==> src/rtl/cct_pkg.sv <==
// Shared types, event codes and constants for the cooker countdown thermostat.
// No dependencies.
`timescale 1ns / 1ps

package cct_pkg;

	localparam int CCT_MAX_HOURS = 24;

	localparam int HRS_W  = 5;
	localparam int MINS_W = 6;
	localparam int SECS_W = 6;
	localparam int UNIT_W = 3;
	localparam int REQ_W  = 3;
	localparam int TEMP_W = 17;
	localparam int SP_W   = 15;
	localparam int BAND_W = 14;

	localparam logic [REQ_W-1:0] REQ_TICK   = 3'd0;
	localparam logic [REQ_W-1:0] REQ_START  = 3'd1;
	localparam logic [REQ_W-1:0] REQ_STOP   = 3'd2;
	localparam logic [REQ_W-1:0] REQ_MODE   = 3'd3;
	localparam logic [REQ_W-1:0] REQ_INC    = 3'd4;
	localparam logic [REQ_W-1:0] REQ_DEC    = 3'd5;
	localparam logic [REQ_W-1:0] REQ_CLEAR  = 3'd6;
	localparam logic [REQ_W-1:0] REQ_SAMPLE = 3'd7;

	localparam logic [UNIT_W-1:0] UNIT_1S  = 3'd0;
	localparam logic [UNIT_W-1:0] UNIT_10S = 3'd1;
	localparam logic [UNIT_W-1:0] UNIT_1M  = 3'd2;
	localparam logic [UNIT_W-1:0] UNIT_10M = 3'd3;
	localparam logic [UNIT_W-1:0] UNIT_1H  = 3'd4;

	typedef struct packed {
		logic [HRS_W-1:0]  hrs;
		logic [MINS_W-1:0] mins;
		logic [SECS_W-1:0] secs;
	} hms_t;

endpackage

==> src/rtl/cct_time_adj.sv <==
// Adds or subtracts one adjust unit to an hh:mm:ss time, field by field with
// carry and borrow, saturating at zero and at max_hours:00:00. Uses cct_pkg.
`timescale 1ns / 1ps

module cct_time_adj import cct_pkg::*; #(
	parameter int MAX_HOURS = CCT_MAX_HOURS
) (
	input  hms_t              cur,
	input  logic [UNIT_W-1:0] unit,
	input  logic              sub,
	output hms_t              res
);

	localparam logic [HRS_W:0] MAX_H = (HRS_W+1)'(MAX_HOURS);

	logic [6:0]     sec_step;
	logic [6:0]     min_step;
	logic [HRS_W:0] hr_step;

	logic [6:0]     s_raw, m_raw;
	logic [HRS_W:0] h_raw;
	logic           s_cy, m_cy;
	logic [SECS_W-1:0] s_new;
	logic [MINS_W-1:0] m_new;

	always_comb begin
		sec_step = 7'd0;
		min_step = 7'd0;
		hr_step  = '0;
		case (unit)
			UNIT_1S:  sec_step = 7'd1;
			UNIT_10S: sec_step = 7'd10;
			UNIT_1M:  min_step = 7'd1;
			UNIT_10M: min_step = 7'd10;
			default:  hr_step  = (HRS_W+1)'(1);
		endcase
	end

	always_comb begin
		res = cur;
		if (sub) begin
			s_raw = {1'b0, cur.secs} - sec_step;
			s_cy  = s_raw[6];
			s_new = s_cy ? SECS_W'(s_raw + 7'd60) : s_raw[SECS_W-1:0];
			m_raw = {1'b0, cur.mins} - min_step - {6'd0, s_cy};
			m_cy  = m_raw[6];
			m_new = m_cy ? MINS_W'(m_raw + 7'd60) : m_raw[MINS_W-1:0];
			h_raw = {1'b0, cur.hrs} - hr_step - {{HRS_W{1'b0}}, m_cy};
			if (h_raw[HRS_W])
				res = '0;
			else
				res = '{hrs: h_raw[HRS_W-1:0], mins: m_new, secs: s_new};
		end else begin
			s_raw = {1'b0, cur.secs} + sec_step;
			s_cy  = (s_raw >= 7'd60);
			s_new = s_cy ? SECS_W'(s_raw - 7'd60) : s_raw[SECS_W-1:0];
			m_raw = {1'b0, cur.mins} + min_step + {6'd0, s_cy};
			m_cy  = (m_raw >= 7'd60);
			m_new = m_cy ? MINS_W'(m_raw - 7'd60) : m_raw[MINS_W-1:0];
			h_raw = {1'b0, cur.hrs} + hr_step + {{HRS_W{1'b0}}, m_cy};
			if ((h_raw > MAX_H) || ((h_raw == MAX_H) && ((|m_new) || (|s_new))))
				res = '{hrs: MAX_H[HRS_W-1:0], mins: '0, secs: '0};
			else
				res = '{hrs: h_raw[HRS_W-1:0], mins: m_new, secs: s_new};
		end
	end

endmodule

==> src/rtl/cct_thermo.sv <==
// Hysteresis thermostat decision for one temperature sample.
// Uses cct_pkg.
`timescale 1ns / 1ps

module cct_thermo import cct_pkg::*; (
	input  logic [TEMP_W-1:0] temp,
	input  logic [SP_W-1:0]   sp,
	input  logic [BAND_W-1:0] band,
	input  logic              heat_cur,
	output logic              heat_nxt
);

	logic [TEMP_W-1:0] upper;

	assign upper = TEMP_W'(sp) + TEMP_W'(band);

	always_comb begin
		if (temp <= TEMP_W'(sp))
			heat_nxt = 1'b1;
		else if (temp >= upper)
			heat_nxt = 1'b0;
		else
			heat_nxt = heat_cur;
	end

endmodule

==> src/rtl/cooking_countdown_thermostat.sv <==
// Cooker countdown timer with hysteresis thermostat, top level.
// Each event is registered in the input stage, then its result in the state registers.
// Throughput: one event per cycle; the input stage stalls only while the
// output register holds a beat not yet taken.
// Reset (arst_n low): time 00:00:00, one second unit, stopped, heater off, band 0.
// Uses cct_pkg, cct_time_adj and cct_thermo.
`timescale 1ns / 1ps

module cooking_countdown_thermostat import cct_pkg::*; #(
	parameter int MAX_HOURS = CCT_MAX_HOURS
) (
	input  logic              clk,
	input  logic              arst_n,

	input  logic              cfg_valid,
	output logic              cfg_ready,
	input  logic [BAND_W-1:0] hysteresis_band,

	input  logic              in_valid,
	output logic              in_ready,
	input  logic [REQ_W-1:0]  req_type,
	input  logic [TEMP_W-1:0] temperature,
	input  logic [SP_W-1:0]   setpoint,

	output logic              out_valid,
	input  logic              out_ready,
	output logic [HRS_W-1:0]  hours_left,
	output logic [MINS_W-1:0] minutes_left,
	output logic [SECS_W-1:0] seconds_left,
	output logic [UNIT_W-1:0] adjust_unit,
	output logic              running,
	output logic              cooking_active,
	output logic              heater_on,
	output logic              done_pulse
);

	logic [BAND_W-1:0] band_q;

	logic              valid_s1;
	logic [REQ_W-1:0]  req_s1;
	logic [TEMP_W-1:0] temp_s1;
	logic [SP_W-1:0]   sp_s1;

	hms_t              time_q;
	logic [UNIT_W-1:0] unit_q;
	logic              run_q;
	logic              heat_q;

	logic              out_valid_q;
	logic              active_q;
	logic              done_q;

	logic              advance;
	hms_t              adj_time;
	logic [UNIT_W-1:0] adj_unit;
	logic              adj_sub;
	logic              heat_sample;

	hms_t              time_d;
	logic [UNIT_W-1:0] unit_d;
	logic              run_d;
	logic              heat_d;
	logic              done_d;

	assign cfg_ready = 1'b1;
	assign advance   = valid_s1 && (!out_valid_q || out_ready);
	assign in_ready  = !valid_s1 || advance;

	assign adj_unit = (req_s1 == REQ_TICK) ? UNIT_1S : unit_q;
	assign adj_sub  = (req_s1 != REQ_INC);

	cct_time_adj #(
		.MAX_HOURS(MAX_HOURS)
	) u_time_adj (
		.cur  (time_q),
		.unit (adj_unit),
		.sub  (adj_sub),
		.res  (adj_time)
	);

	cct_thermo u_thermo (
		.temp     (temp_s1),
		.sp       (sp_s1),
		.band     (band_q),
		.heat_cur (heat_q),
		.heat_nxt (heat_sample)
	);

	always_comb begin
		time_d = time_q;
		unit_d = unit_q;
		run_d  = run_q;
		heat_d = heat_q;
		done_d = 1'b0;
		case (req_s1)
			REQ_TICK: begin
				if (run_q && (|time_q)) begin
					time_d = adj_time;
					done_d = ~|adj_time;
				end
			end
			REQ_START: run_d = 1'b1;
			REQ_STOP: begin
				run_d  = 1'b0;
				heat_d = 1'b0;
			end
			REQ_MODE: unit_d = (unit_q >= UNIT_1H) ? UNIT_1S : unit_q + 3'd1;
			REQ_INC, REQ_DEC: time_d = adj_time;
			REQ_CLEAR: begin
				time_d = '0;
				run_d  = 1'b0;
				heat_d = 1'b0;
			end
			default: heat_d = heat_sample;
		endcase
	end

	always_ff @(posedge clk or negedge arst_n) begin
		if (!arst_n) begin
			band_q <= '0;
		end else if (cfg_valid && cfg_ready) begin
			band_q <= hysteresis_band;
		end
	end

	always_ff @(posedge clk or negedge arst_n) begin
		if (!arst_n) begin
			valid_s1 <= 1'b0;
		end else if (in_ready) begin
			valid_s1 <= in_valid;
		end
	end

	always_ff @(posedge clk) begin
		if (in_valid && in_ready) begin
			req_s1  <= req_type;
			temp_s1 <= temperature;
			sp_s1   <= setpoint;
		end
	end

	always_ff @(posedge clk or negedge arst_n) begin
		if (!arst_n) begin
			time_q      <= '0;
			unit_q      <= UNIT_1S;
			run_q       <= 1'b0;
			heat_q      <= 1'b0;
			out_valid_q <= 1'b0;
			active_q    <= 1'b0;
			done_q      <= 1'b0;
		end else if (advance) begin
			time_q      <= time_d;
			unit_q      <= unit_d;
			run_q       <= run_d;
			heat_q      <= heat_d;
			out_valid_q <= 1'b1;
			active_q    <= run_d && (|time_d);
			done_q      <= done_d;
		end else if (out_ready) begin
			out_valid_q <= 1'b0;
		end
	end

	// state registers double as the result beat
	assign out_valid      = out_valid_q;
	assign hours_left     = time_q.hrs;
	assign minutes_left   = time_q.mins;
	assign seconds_left   = time_q.secs;
	assign adjust_unit    = unit_q;
	assign running        = run_q;
	assign cooking_active = active_q;
	assign heater_on      = heat_q;
	assign done_pulse     = done_q;

endmodule
==> config.mk <==
export PLATFORM = sky130hd
export DESIGN_NAME = cooking_countdown_thermostat
export DESIGN_NICKNAME = d
export VERILOG_FILES = /design/src/rtl/cct_pkg.sv /design/src/rtl/cct_time_adj.sv /design/src/rtl/cct_thermo.sv /design/src/rtl/cooking_countdown_thermostat.sv
export SDC_FILE = /design/constraint.sdc
export NUM_CORES = 1
export LEC_CHECK = 0
export ABC_AREA = 1
export BUFFER_PORTS_ARGS = -buffer_cell sky130_fd_sc_hd__buf_2
export CAP_MARGIN = 20
export CORE_MARGIN = 1
export CORE_UTILIZATION = 45
export CTS_BUF_LIST = sky130_fd_sc_hd__clkbuf_4 sky130_fd_sc_hd__clkbuf_8
export DETAILED_ROUTE_END_ITERATION = 10
export HOLD_SLACK_MARGIN = 0.1
export PLACE_DENSITY = 0.7
export SLEW_MARGIN = 10
export SYNTH_ARGS = -nofsm -noshare
export SYNTH_HDL_FRONTEND = slang
export SYNTH_HIERARCHICAL = 1
export SYNTH_SLANG_ARGS = --single-unit
==> constraint.sdc <==
create_clock -name clk -period 9.8 [get_ports clk]
set_clock_uncertainty 0.15 [all_clocks]
set_input_delay 0.49 -clock clk [delete_from_list [all_inputs] [get_ports clk]]
set_output_delay 0.49 -clock clk [all_outputs]
set_load 0.05 [all_outputs]
==> results of run 1 <==
[power groups by stage]
| stage | registers (mW) | logic, mW | clock network, mW |
|---|---|---|---|
| floorplan | 0.580 | 1.05 | 0 |
| global placement | 0.506 | 1.45 | 0 |
| detailed placement | 0.506 | 1.46 | 0 |
| CTS | 0.500 | 1.47 | 0.245 |
| global route | 0.511 | 1.66 | 0.256 |
| finish | 0.500 | 1.48 | 0.238 |
[cells in the final DEF, fill, tap and decap left out, types with 2 or more instances in the layout]
| cell type | synthesis | final |
|---|---|---|
| clkinv_4 | 0 | 2 |
| clkinv_2 | 0 | 2 |
| buf_4 | 2 | 2 |
| buf_2 | 3 | 79 |
| clkbuf_8 | 0 | 9 |
| a21oi_1 | 28 | 28 |
| nand4_1 | 6 | 6 |
| nand3_2 | 12 | 12 |
| nor2_1 | 64 | 64 |
| o22ai_1 | 12 | 12 |
| ha_1 | 68 | 68 |
| edfxtp_1 | 35 | 35 |
| o21ai_2 | 2 | 2 |
| nor4_1 | 6 | 6 |
| inv_1 | 139 | 139 |
| nand2_2 | 16 | 16 |
| xor2_1 | 15 | 15 |
| mux2_2 | 14 | 14 |
| nor2_2 | 5 | 5 |
| nand2_1 | 226 | 226 |
| clkinv_1 | 1 | 2 |
| nand3_1 | 83 | 83 |
| inv_2 | 6 | 6 |
| nand2_4 | 3 | 3 |
| dfrtp_1 | 40 | 40 |
| o21bai_1 | 2 | 2 |
| xnor2_1 | 12 | 12 |
| a21oi_4 | 2 | 2 |
| fa_1 | 9 | 9 |
| a21oi_2 | 3 | 3 |
| or2_2 | 3 | 3 |
| nor3_1 | 8 | 8 |
| a21o_1 | 4 | 4 |
| o21ai_0 | 39 | 39 |
| o21ai_1 | 3 | 3 |
[cells by family (layout without fill, tap and decap cells)]
| group | after synthesis | after routing | synth area share (%) |
|---|---|---|---|
| muxes | 14 | 14 | 2.329 |
| xor gates and xnor gates | 29 | 29 | 4.306 |
| other | 1 | 1 | 0.05539 |
| DFF | 75 | 75 | 30.31 |
| adders and majority gates | 77 | 77 | 15.23 |
| AOI/OAI and AO/OA | 103 | 103 | 9.019 |
| buffers and inverters | 163 | 245 | 9.887 |
| and+or+nand+nor | 436 | 436 | 28.87 |
[worst reg2reg max path: cells and delay by family (launching register included)]
kind,cells,cell delay [ps]
xor+xnor,3,590
fa+ha+maj,7,2270
compound gates,3,370
simple gates,26,2950
flops,1,480
buf+inv,7,800
[layout make-up]
type                    count  area [um2]  area share (%)
clock inverters             7       68.82          0.9161
multi-input cells         660        4049           53.90
repair buffers             83       440.4           5.863
well taps                 184       230.2           3.065
inverters                 146       548.0           7.295
flip-flops and latches     75        2052           27.32
clock buffers               9       123.9           1.649
[metrics by stage]
step / cells / cell area, um2
after floorplan: 898 / 6770
after global placement: 1146 / 7289
after detailed placement: 1146 / 7289
after CTS: 1162 / 7482
after global routing: 1164 / 7512
final: 1164 / 7512
[path summary, 6_finish.rpt]
check,from,end
hold / removal,temperature[3],temp_s1[3]$_DFFE_PP_
setup / recovery,req_s1[1]$_DFFE_PP_,cooking_active$_DFFE_PN0P_
max in group asynchronous,arst_n,band_q[9]$_DFFE_PN0P_
min in group asynchronous,arst_n,minutes_left[3]$_DFFE_PN0P_
setup reg to reg,req_s1[1]$_DFFE_PP_,cooking_active$_DFFE_PN0P_
hold reg to reg,done_pulse$_DFFE_PN0P_,done_pulse$_DFFE_PN0P_
[sequential cells by signal, summed over array words and instances, names as in the netlist]
register / flops
cooking_active: 1
seconds_left: 6
hours_left: 5
sp_s1: 15
req_s1: 3
out_valid: 1
done_pulse: 1
heater_on: 1
band_q: 14
running: 1
adjust_unit: 3
temp_s1: 17
minutes_left: 6
valid_s1: 1
[metal layers]
| layer | global-route usage (%) | vias to the layer above | share of wire [%] | routed length (um) |
|---|---|---|---|---|
| met5 | 0 | - | 0 | 0 |
| met4 | 6.449 | 0 | 1.7 | 290 |
| met3 | 4.381 | 22 | 4.1 | 695 |
| met2 | 38.58 | 134 | 49 | 8289 |
| met1 | 28.07 | 2742 | 45 | 7539 |
| li1 | - | 3077 | - | - |
==> impl_metrics.env, run 1 <==
export IMPL_status="finished clean"
export IMPL_start_util_pct=46.41
export IMPL_end_kind="flop"
export IMPL_fmax_mhz=130.4
export IMPL_p_seq_share_pct=22.6
export IMPL_crit_path_top_delay_cell="fa_1"
export IMPL_synth_area_leaders="edfxtp_1 16%, dfrtp_1 15%, ha_1 13%"
export IMPL_r2r_cells=46
export IMPL_drt_pass1_iterations=5
export IMPL_grt_overflow_total=0
export IMPL_routed_wl_mm=16.81
export IMPL_cp_arrival_ps=7820
export IMPL_power_density_nw_per_um2=294.9
export IMPL_clockPowerShare_pct=10.7
export IMPL_hold_viol_final=0
export IMPL_cts_resized=0
export IMPL_cts_hold_buffers=0
export IMPL_path_depth=46
export IMPL_drv_slew=0
export IMPL_regToRegSetupSlack_ps=2130
export IMPL_rsz0062_at_grt="false"
export IMPL_cts_tree="yes"
export IMPL_syn_area_um2=6770
export IMPL_portBuffers=79
export IMPL_fillCellCount=1403
export IMPL_cts_sinks=75
export IMPL_finalSetupTns_ps=0
export IMPL_min_period_ps=7666
export IMPL_startpoint_type="flop"
export IMPL_vias=5975
export IMPL_setup_violations=0
export IMPL_cts_buffer_depth=2
export IMPL_worstPathMaxFanout=16
export IMPL_fin_crit_sh_pct=78.22
export IMPL_cts_htree_levels=3
export IMPL_core_um2=14590
export IMPL_cts_inserted_buffers=9
export IMPL_hpwl_mm=13.33
export IMPL_cp_top_family="simple AND/OR/NAND/NOR gates"
export IMPL_post_route_util_pct=51.49
export IMPL_grt_pass1_vias=5689
export IMPL_crit_buf_inv=7
export IMPL_synth_largest_area_cell="edfxtp_1"
export IMPL_postCtsSetupBuffers=0
export IMPL_ys_ff_latch=75
export IMPL_nets=1106
export IMPL_swShare_pct=53.94
export IMPL_max_cap_violations=0
export IMPL_ys_seq_area_share_pct=30.31
export IMPL_synth_warnings=6
export IMPL_ir_drop_mv=0.2974
export IMPL_syn_area_per_cell_um2=7.539
export IMPL_fin_total_pwr_mw=2.215
export IMPL_p_int_mw=1.020
export IMPL_cts_root_buf="clkbuf_8"
export IMPL_synthArstFlopShare_pct=53.33
export IMPL_critical_path_class="reg2reg"
export IMPL_tightest_slew_ps=844.2
export IMPL_grt_first_pass_wirelength_mm=27.77
export IMPL_synth_top_area_share_pct=15.52
export IMPL_die_w_um=124.7
export IMPL_antenna_found_initial=0
export IMPL_viasPerCell=5.133
export IMPL_area_growth_pct=10.96
export IMPL_dpl_worst_slack_ps=2162
export IMPL_drtIter0Drc=388
export IMPL_comb_power_share_pct=66.7
export IMPL_num_io_pins=81
export IMPL_p_switching_mw=1.195
export IMPL_synth_enable_flop_cells=35
export IMPL_maxSlewHeadroom_pct=43.66
export IMPL_hold_path_class="in2reg"
export IMPL_cp_required_ps=9950
export IMPL_cp_slowest_stage_delay_ps=540
export IMPL_synthFlopType="dfrtp_1"
export IMPL_clk_latency_ps=360
export IMPL_wl_per_cell_um=14.45
export IMPL_holdWs_ps=148.4
export IMPL_leakagePower_nw=3.873
export IMPL_globalplace_congestion=0.8924
export IMPL_drtAntennaViolNets=0
export IMPL_grt_usage_pct=22.33
export IMPL_synth_distinct_cells=51
export IMPL_netlist_instances=898
export IMPL_grt_max_degree=41
export IMPL_hold_depth=1
export IMPL_dieHeight_um=124.7
export IMPL_syn_num_nets=1029
export IMPL_synth_common_cells="226 x nand2_1, 139 x inv_1, 83 x nand3_1, 68 x ha_1, 64 x nor2_1"
export IMPL_critical_path_most_common_cell="nand2_1"
export IMPL_drive_above_1_share_pct=17.04
export IMPL_dieArea_um2=15540
export IMPL_rows=44
export IMPL_finalWorstSetupSlack_ps=2134
export IMPL_clkTransAtPathRegs_ps=80
export IMPL_synth_most_common_cell="nand2_1"
export IMPL_diodes=0
export IMPL_drc=0
No activity file was read; power rests on OpenSTA's default activity.
==> run 2: changes to the inputs <==
==> constraint.sdc (replaced) <==
create_clock -name clk -period 7.8 [get_ports clk]
set_clock_uncertainty 0.15 [all_clocks]
set_input_delay 0.39 -clock clk [delete_from_list [all_inputs] [get_ports clk]]
set_output_delay 0.39 -clock clk [all_outputs]
set_load 0.05 [all_outputs]
==> impl_metrics.env, run 2 (same netlist as run 1, synthesis figures left out) <==
export IMPL_cts_tree="yes"
export IMPL_grt_pass1_vias=6070
export IMPL_end_kind="flop"
export IMPL_multiInputGateArea_um2=4081
export IMPL_num_io_pins=81
export IMPL_die_w_um=124.7
export IMPL_hold_path_class="in2reg"
export IMPL_dieHeight_um=124.7
export IMPL_fin_total_pwr_mw=2.843
export IMPL_clockPowerShare_pct=11.8
export IMPL_crit_path_top_delay_cell="edfxtp_1"
export IMPL_largest_reg_flops=17
export IMPL_cts_root_buf="clkbuf_8"
export IMPL_min_period_ps=7084
export IMPL_hold_viol_final=0
export IMPL_grt_first_pass_wirelength_mm=28.51
export IMPL_regToRegSetupSlack_ps=720
export IMPL_dpl_worst_slack_ps=458.3
export IMPL_clkTransAtPathRegs_ps=80
export IMPL_worstPathMaxFanout=14
export IMPL_leakagePower_nw=4.063
export IMPL_drv_slew=0
export IMPL_maxSlewHeadroom_pct=36.87
export IMPL_routed_wl_mm=17.12
export IMPL_clk_latency_ps=350
export IMPL_critical_path_class="reg2reg"
export IMPL_drt_pass1_iterations=7
export IMPL_start_util_pct=46.41
export IMPL_cts_htree_levels=3
export IMPL_cp_required_ps=7950
export IMPL_finalWorstSetupSlack_ps=716.0
export IMPL_rows=44
export IMPL_diodes=0
export IMPL_core_um2=14590
export IMPL_layout_commonest_cell="nand2_1"
export IMPL_area_growth_pct=17.59
export IMPL_grt_max_degree=41
export IMPL_p_switching_mw=1.495
export IMPL_antenna_found_initial=0
export IMPL_fin_crit_sh_pct=90.82
export IMPL_power_density_nw_per_um2=357.1
export IMPL_status="finished clean"
export IMPL_startpoint_type="flop"
export IMPL_critical_path_most_common_cell="nand2_1"
export IMPL_regArea_um2=2052
export IMPL_drive_above_1_share_pct=17.24
export IMPL_wl_per_cell_um=14.21
export IMPL_top_register="temp_s1"
export IMPL_comb_power_share_pct=66.1
export IMPL_cts_buffer_depth=2
export IMPL_max_cap_violations=0
export IMPL_grt_usage_pct=22.77
export IMPL_drtIter0Drc=416
export IMPL_fmax_mhz=141.2
export IMPL_cts_sinks=75
export IMPL_globalplace_congestion=0.9201
export IMPL_drc=0
export IMPL_setup_violations=0
export IMPL_cp_arrival_ps=7240
export IMPL_fillCellCount=1314
export IMPL_cts_inserted_buffers=9
export IMPL_portBuffers=79
export IMPL_post_route_util_pct=54.57
export IMPL_dieArea_um2=15540
export IMPL_vias=6198
export IMPL_grt_overflow_total=0
export IMPL_nets=1147
export IMPL_p_seq_share_pct=22.1
export IMPL_viasPerCell=5.144
export IMPL_ir_drop_mv=0.3881
export IMPL_swShare_pct=52.59
export IMPL_drtAntennaViolNets=0
export IMPL_hpwl_mm=13.30
export IMPL_p_int_mw=1.348
export IMPL_largestRegisters="temp_s1 (17), sp_s1 (15), band_q (14)"
export IMPL_cp_slowest_stage_delay_ps=460
export IMPL_finalSetupTns_ps=0
export IMPL_final_cell_mix="226 x nand2_1, 139 x inv_1, 83 x nand3_1"
export IMPL_tightest_slew_ps=947.0
## run 2: cell count changes in the layout (fill, tap and decap cells not counted), moves of 2 or more
cell,before,now
fa_1,9,7
dlygate4sd3_1,1,38
nor3_1,8,6
fa_2,0,2
clkinv_4,2,0
buf_4,2,7
## run 2: worst paths after layout
check / start / to / depth (start not counted)
setup / recovery: req_s1[2]$_DFFE_PP_ / cooking_active$_DFFE_PN0P_ / 46
hold reg to reg: done_pulse$_DFFE_PN0P_ / done_pulse$_DFFE_PN0P_ / 2
hold / removal: hysteresis_band[6] / band_q[6]$_DFFE_PN0P_ / 2
max in group asynchronous: arst_n / band_q[9]$_DFFE_PN0P_ / 2
setup reg to reg: req_s1[2]$_DFFE_PP_ / cooking_active$_DFFE_PN0P_ / 46
min in group asynchronous: arst_n / hours_left[0]$_DFFE_PN0P_ / 2
## run 2: what timing repair did
item | 4_1_cts | 5_1_grt
buffers inserted | 0 | 4
resized for setup | 0 | 7
endpoints found under the hold margin | 75 | 2
endpoints found under the setup margin | 0 | 14
hold buffers | 36 | 2
## run 2: cell type report
class	instances	area share, %
inverters	146	6.884
flip-flops and latches	75	25.77
multi-input cells	660	51.27
repair buffers	124	10.40
clock inverters	5	0.9587
well taps	184	2.892
clock buffers	11	1.823
## run 2: through the flow
step | hold WS (ps) | instance area (um2) | cells
after floorplan | -55.59 | 6770 | 898
after global placement | 311.1 | 7297 | 1147
after detailed placement | 324.4 | 7297 | 1147
after CTS | 100.0 | 7879 | 1199
after global routing | 102.7 | 7961 | 1205
final | 116.2 | 7961 | 1205
## run 2: power by group through the flow
stage / registers [mW] / logic (mW) / clock network, mW
final: 0.627 / 1.88 / 0.336
after global routing: 0.639 / 2.12 / 0.363
after CTS: 0.627 / 1.86 / 0.342
after detailed placement: 0.635 / 1.83 / 0
after global placement: 0.634 / 1.83 / 0
after floorplan: 0.729 / 1.32 / 0
## run 2: critical path, delay by kind of cell, from the launching register on
kind	cells	cell delay, ps
AOI/OAI and AO/OA	3	360
DFF	1	460
buffers and inverters	6	450
adders and majority gates	8	2290
and+or+nand+nor	26	2800
xor gates and xnor gates	3	520
## run 2: layer usage
layer  up-vias  wire [um]  part of all wire, %  global-route usage, %
met5         -          0                    0                      0
met4         0        381                  2.2                  7.867
met3        34        766                  4.5                  4.081
met2       160       8383                   49                  40.14
met1      2845       7588                   44                  27.72
li1       3159          -                    -                      -
==> run 3: changes to the inputs <==
--- a/config.mk
+++ b/config.mk
@@ -5,7 +5,6 @@
 export SDC_FILE = /design/constraint.sdc
 export NUM_CORES = 1
 export LEC_CHECK = 0
-export ABC_AREA = 1
 export BUFFER_PORTS_ARGS = -buffer_cell sky130_fd_sc_hd__buf_2
 export CAP_MARGIN = 20
 export CORE_MARGIN = 1
@@ -13,9 +12,10 @@
 export CTS_BUF_LIST = sky130_fd_sc_hd__clkbuf_4 sky130_fd_sc_hd__clkbuf_8
 export DETAILED_ROUTE_END_ITERATION = 10
 export HOLD_SLACK_MARGIN = 0.1
-export PLACE_DENSITY = 0.7
+export PLACE_DENSITY = 0.71
 export SLEW_MARGIN = 10
 export SYNTH_ARGS = -nofsm -noshare
 export SYNTH_HDL_FRONTEND = slang
 export SYNTH_HIERARCHICAL = 1
 export SYNTH_SLANG_ARGS = --single-unit
+export TNS_END_PERCENT = 10
==> impl_metrics.env, run 3 <==
export IMPL_grt_pass1_vias=5574
export IMPL_ys_seq_area_share_pct=34.06
export IMPL_setup_violations=1
export IMPL_cp_arrival_ps=7980
export IMPL_critical_path_most_common_cell="fa_2"
export IMPL_violations="setup timing"
export IMPL_synth_most_common_cell="ha_1"
export IMPL_ir_drop_mv=0.3119
export IMPL_cts_htree_levels=3
export IMPL_tightest_slew_ps=942.7
export IMPL_netlist_instances=624
export IMPL_wl_per_cell_um=17.37
export IMPL_grt_max_degree=41
export IMPL_max_cap_violations=0
export IMPL_largestRegisters="temp_s1 (17), sp_s1 (15), band_q (14)"
export IMPL_hpwl_mm=11.72
export IMPL_wl_met3_um=947
export IMPL_synthFlopType="dfrtp_1"
export IMPL_core_um2=12820
export IMPL_dpl_cell_count=875
export IMPL_largest_reg_flops=17
export IMPL_finalWorstSetupSlack_ps=-43.49
export IMPL_top_register="temp_s1"
export IMPL_crit_path_top_delay_cell="or4_1"
export IMPL_synth_top_area_share_pct=17.45
export IMPL_drive_above_1_share_pct=26.24
export IMPL_viasPerCell=5.781
export IMPL_synth_area_leaders="edfxtp_1 17%, dfrtp_1 17%, ha_1 14%"
export IMPL_clkTransAtPathRegs_ps=80
export IMPL_dieHeight_um=117.7
export IMPL_fin_crit_sh_pct=100.6
export IMPL_grt_first_pass_wirelength_mm=26.95
export IMPL_leakagePower_nw=3.439
export IMPL_synth_common_cells="68 x ha_1, 56 x inv_1, 45 x nand2_1, 40 x dfrtp_1, 36 x a21oi_1"
export IMPL_nets=911
export IMPL_grt_overflow_total=0
export IMPL_antenna_found_initial=0
export IMPL_synth_largest_area_cell="edfxtp_1"
export IMPL_startpoint_type="flop"
export IMPL_cts_buffer_depth=2
export IMPL_cp_slowest_stage_delay_ps=430
export IMPL_synth_warnings=6
export IMPL_final_cell_mix="79 x buf_2, 61 x ha_1, 54 x inv_1"
export IMPL_syn_area_per_cell_um2=9.655
export IMPL_clk_latency_ps=360
export IMPL_drt_pass1_iterations=5
export IMPL_routed_wl_mm=16.62
export IMPL_start_util_pct=46.98
export IMPL_hold_path_class="in2reg"
export IMPL_num_io_pins=81
export IMPL_synthArstFlopShare_pct=53.33
export IMPL_routed_wl_met2_mm=8.117
export IMPL_cts_sinks=75
export IMPL_worstPathMaxFanout=7
export IMPL_ys_ff_latch=75
export IMPL_diodes=0
export IMPL_critical_path_class="reg2reg"
export IMPL_drtAntennaViolNets=0
export IMPL_synth_distinct_cells=74
export IMPL_syn_num_nets=755
export IMPL_comb_power_share_pct=67.1
export IMPL_drv_slew=0
export IMPL_place_area_um2=6700
export IMPL_design_area_um2=7650
export IMPL_layout_commonest_cell="buf_2"
export IMPL_cp_required_ps=7940
export IMPL_p_seq_share_pct=21.8
export IMPL_met1Wirelength_mm=7.120
export IMPL_power_density_nw_per_um2=374.2
export IMPL_rows=41
export IMPL_hold_viol_final=0
export IMPL_status="finished with violations"
export IMPL_fin_total_pwr_mw=2.863
export IMPL_swShare_pct=48.06
export IMPL_area_growth_pct=26.98
export IMPL_maxSlewHeadroom_pct=37.15
export IMPL_globalplace_congestion=0.9230
export IMPL_rsz0062_at_grt="true"
export IMPL_fin_cells=957
export IMPL_dpl_worst_slack_ps=-362.9
export IMPL_min_period_ps=7843
export IMPL_clockPowerShare_pct=11.1
export IMPL_drc=0
export IMPL_finalSetupTns_ps=-43.49
export IMPL_synth_enable_flop_cells=35
export IMPL_cts_root_buf="clkbuf_8"
export IMPL_syn_area_um2=6025
export IMPL_portBuffers=79
export IMPL_fmax_mhz=127.5
export IMPL_die_w_um=117.7
export IMPL_end_kind="flop"
export IMPL_vias=5532
export IMPL_grt_usage_pct=24.35
export IMPL_cts_inserted_buffers=9
export IMPL_drtIter0Drc=479
export IMPL_top_layer="met4"
export IMPL_holdWs_ps=114.7
export IMPL_p_int_mw=1.487
export IMPL_cts_tree="yes"
export IMPL_dieArea_um2=13850
export IMPL_post_route_util_pct=59.65
export IMPL_p_switching_mw=1.376
==> run 3: cell types whose count changed in the layout (fill, tap and decap cells not counted), moves of 10 or more <==
| cell | before | now |
|---|---|---|
| nand3_1 | 83 | 18 |
| o21ai_0 | 39 | 26 |
| buf_4 | 7 | 44 |
| nand3_2 | 12 | 2 |
| inv_1 | 139 | 54 |
| nand2_1 | 226 | 44 |
| nor2_1 | 63 | 28 |
| a22o_1 | 1 | 17 |
| nand2_2 | 16 | 1 |
==> run 3: cell families after synthesis <==
| family | share of synthesized area [%] |
|---|---|
| other | 0.06225 |
| AOI/OAI and AO/OA | 19.44 |
| muxes | 4.610 |
| buffers and inverters | 5.379 |
| xor gates and xnor gates | 4.071 |
| adders and majority gates | 17.11 |
| and+or+nand+nor | 15.26 |
| DFF | 34.06 |
==> run 3: area by class of cell <==
type / instances / area, um2
Fill cell: 1081 / 5175
Multi-Input combinational cell: 473 / 3815
Sequential cell: 75 / 2052
Timing Repair Buffer: 165 / 1146
Tap cell: 172 / 215.2
Inverter: 56 / 210.2
Clock buffer: 10 / 131.4
Clock inverter: 6 / 80.08
==> run 3: power by group through the flow <==
stage,clock network [mW],registers [mW],logic (mW)
finish,0.318,0.624,1.92
global route,0.345,0.638,2.08
CTS,0.330,0.620,1.85
detailed placement,0,0.625,1.71
global placement,0,0.618,1.66
floorplan,0,0.719,1.16
==> run 3: worst max-delay path, delay by kind of cell (launching register included) <==
kind / cells / cell delay [ps]
compound gates: 13 / 2130
xor+xnor: 1 / 200
fa+ha+maj: 7 / 2050
buf+inv: 6 / 590
flops: 1 / 420
simple gates: 11 / 2180
==> run 3: final timing paths <==
path,slack [ps],end,cells past startpoint,startpoint
max,-40,done_pulse$_DFFE_PN0P_,38,req_s1[2]$_DFFE_PP_
min in group asynchronous,560,band_q[6]$_DFFE_PN0P_,2,arst_n
min,110,band_q[0]$_DFFE_PN0P_,2,hysteresis_band[0]
min reg2reg,370,band_q[12]$_DFFE_PN0P_,1,band_q[12]$_DFFE_PN0P_
max reg2reg,-40,done_pulse$_DFFE_PN0P_,38,req_s1[2]$_DFFE_PP_
max in group asynchronous,6340,heater_on$_DFFE_PN0P_,2,arst_n
==> run 3: layer usage <==
metal | global-route usage (%) | vias up
li1 | - | 2625
met1 | 30.41 | 2635
met2 | 41.58 | 232
met3 | 4.167 | 40
met4 | 9.856 | 0
met5 | 0 | -
==> run 3: what timing repair did <==
action,CTS,global route
hold buffers,42,0
endpoints found under the setup margin,2,8
pin swaps,15,9
gates resized for setup,23,9
hold endpoints to repair,81,0
buffers inserted,22,2
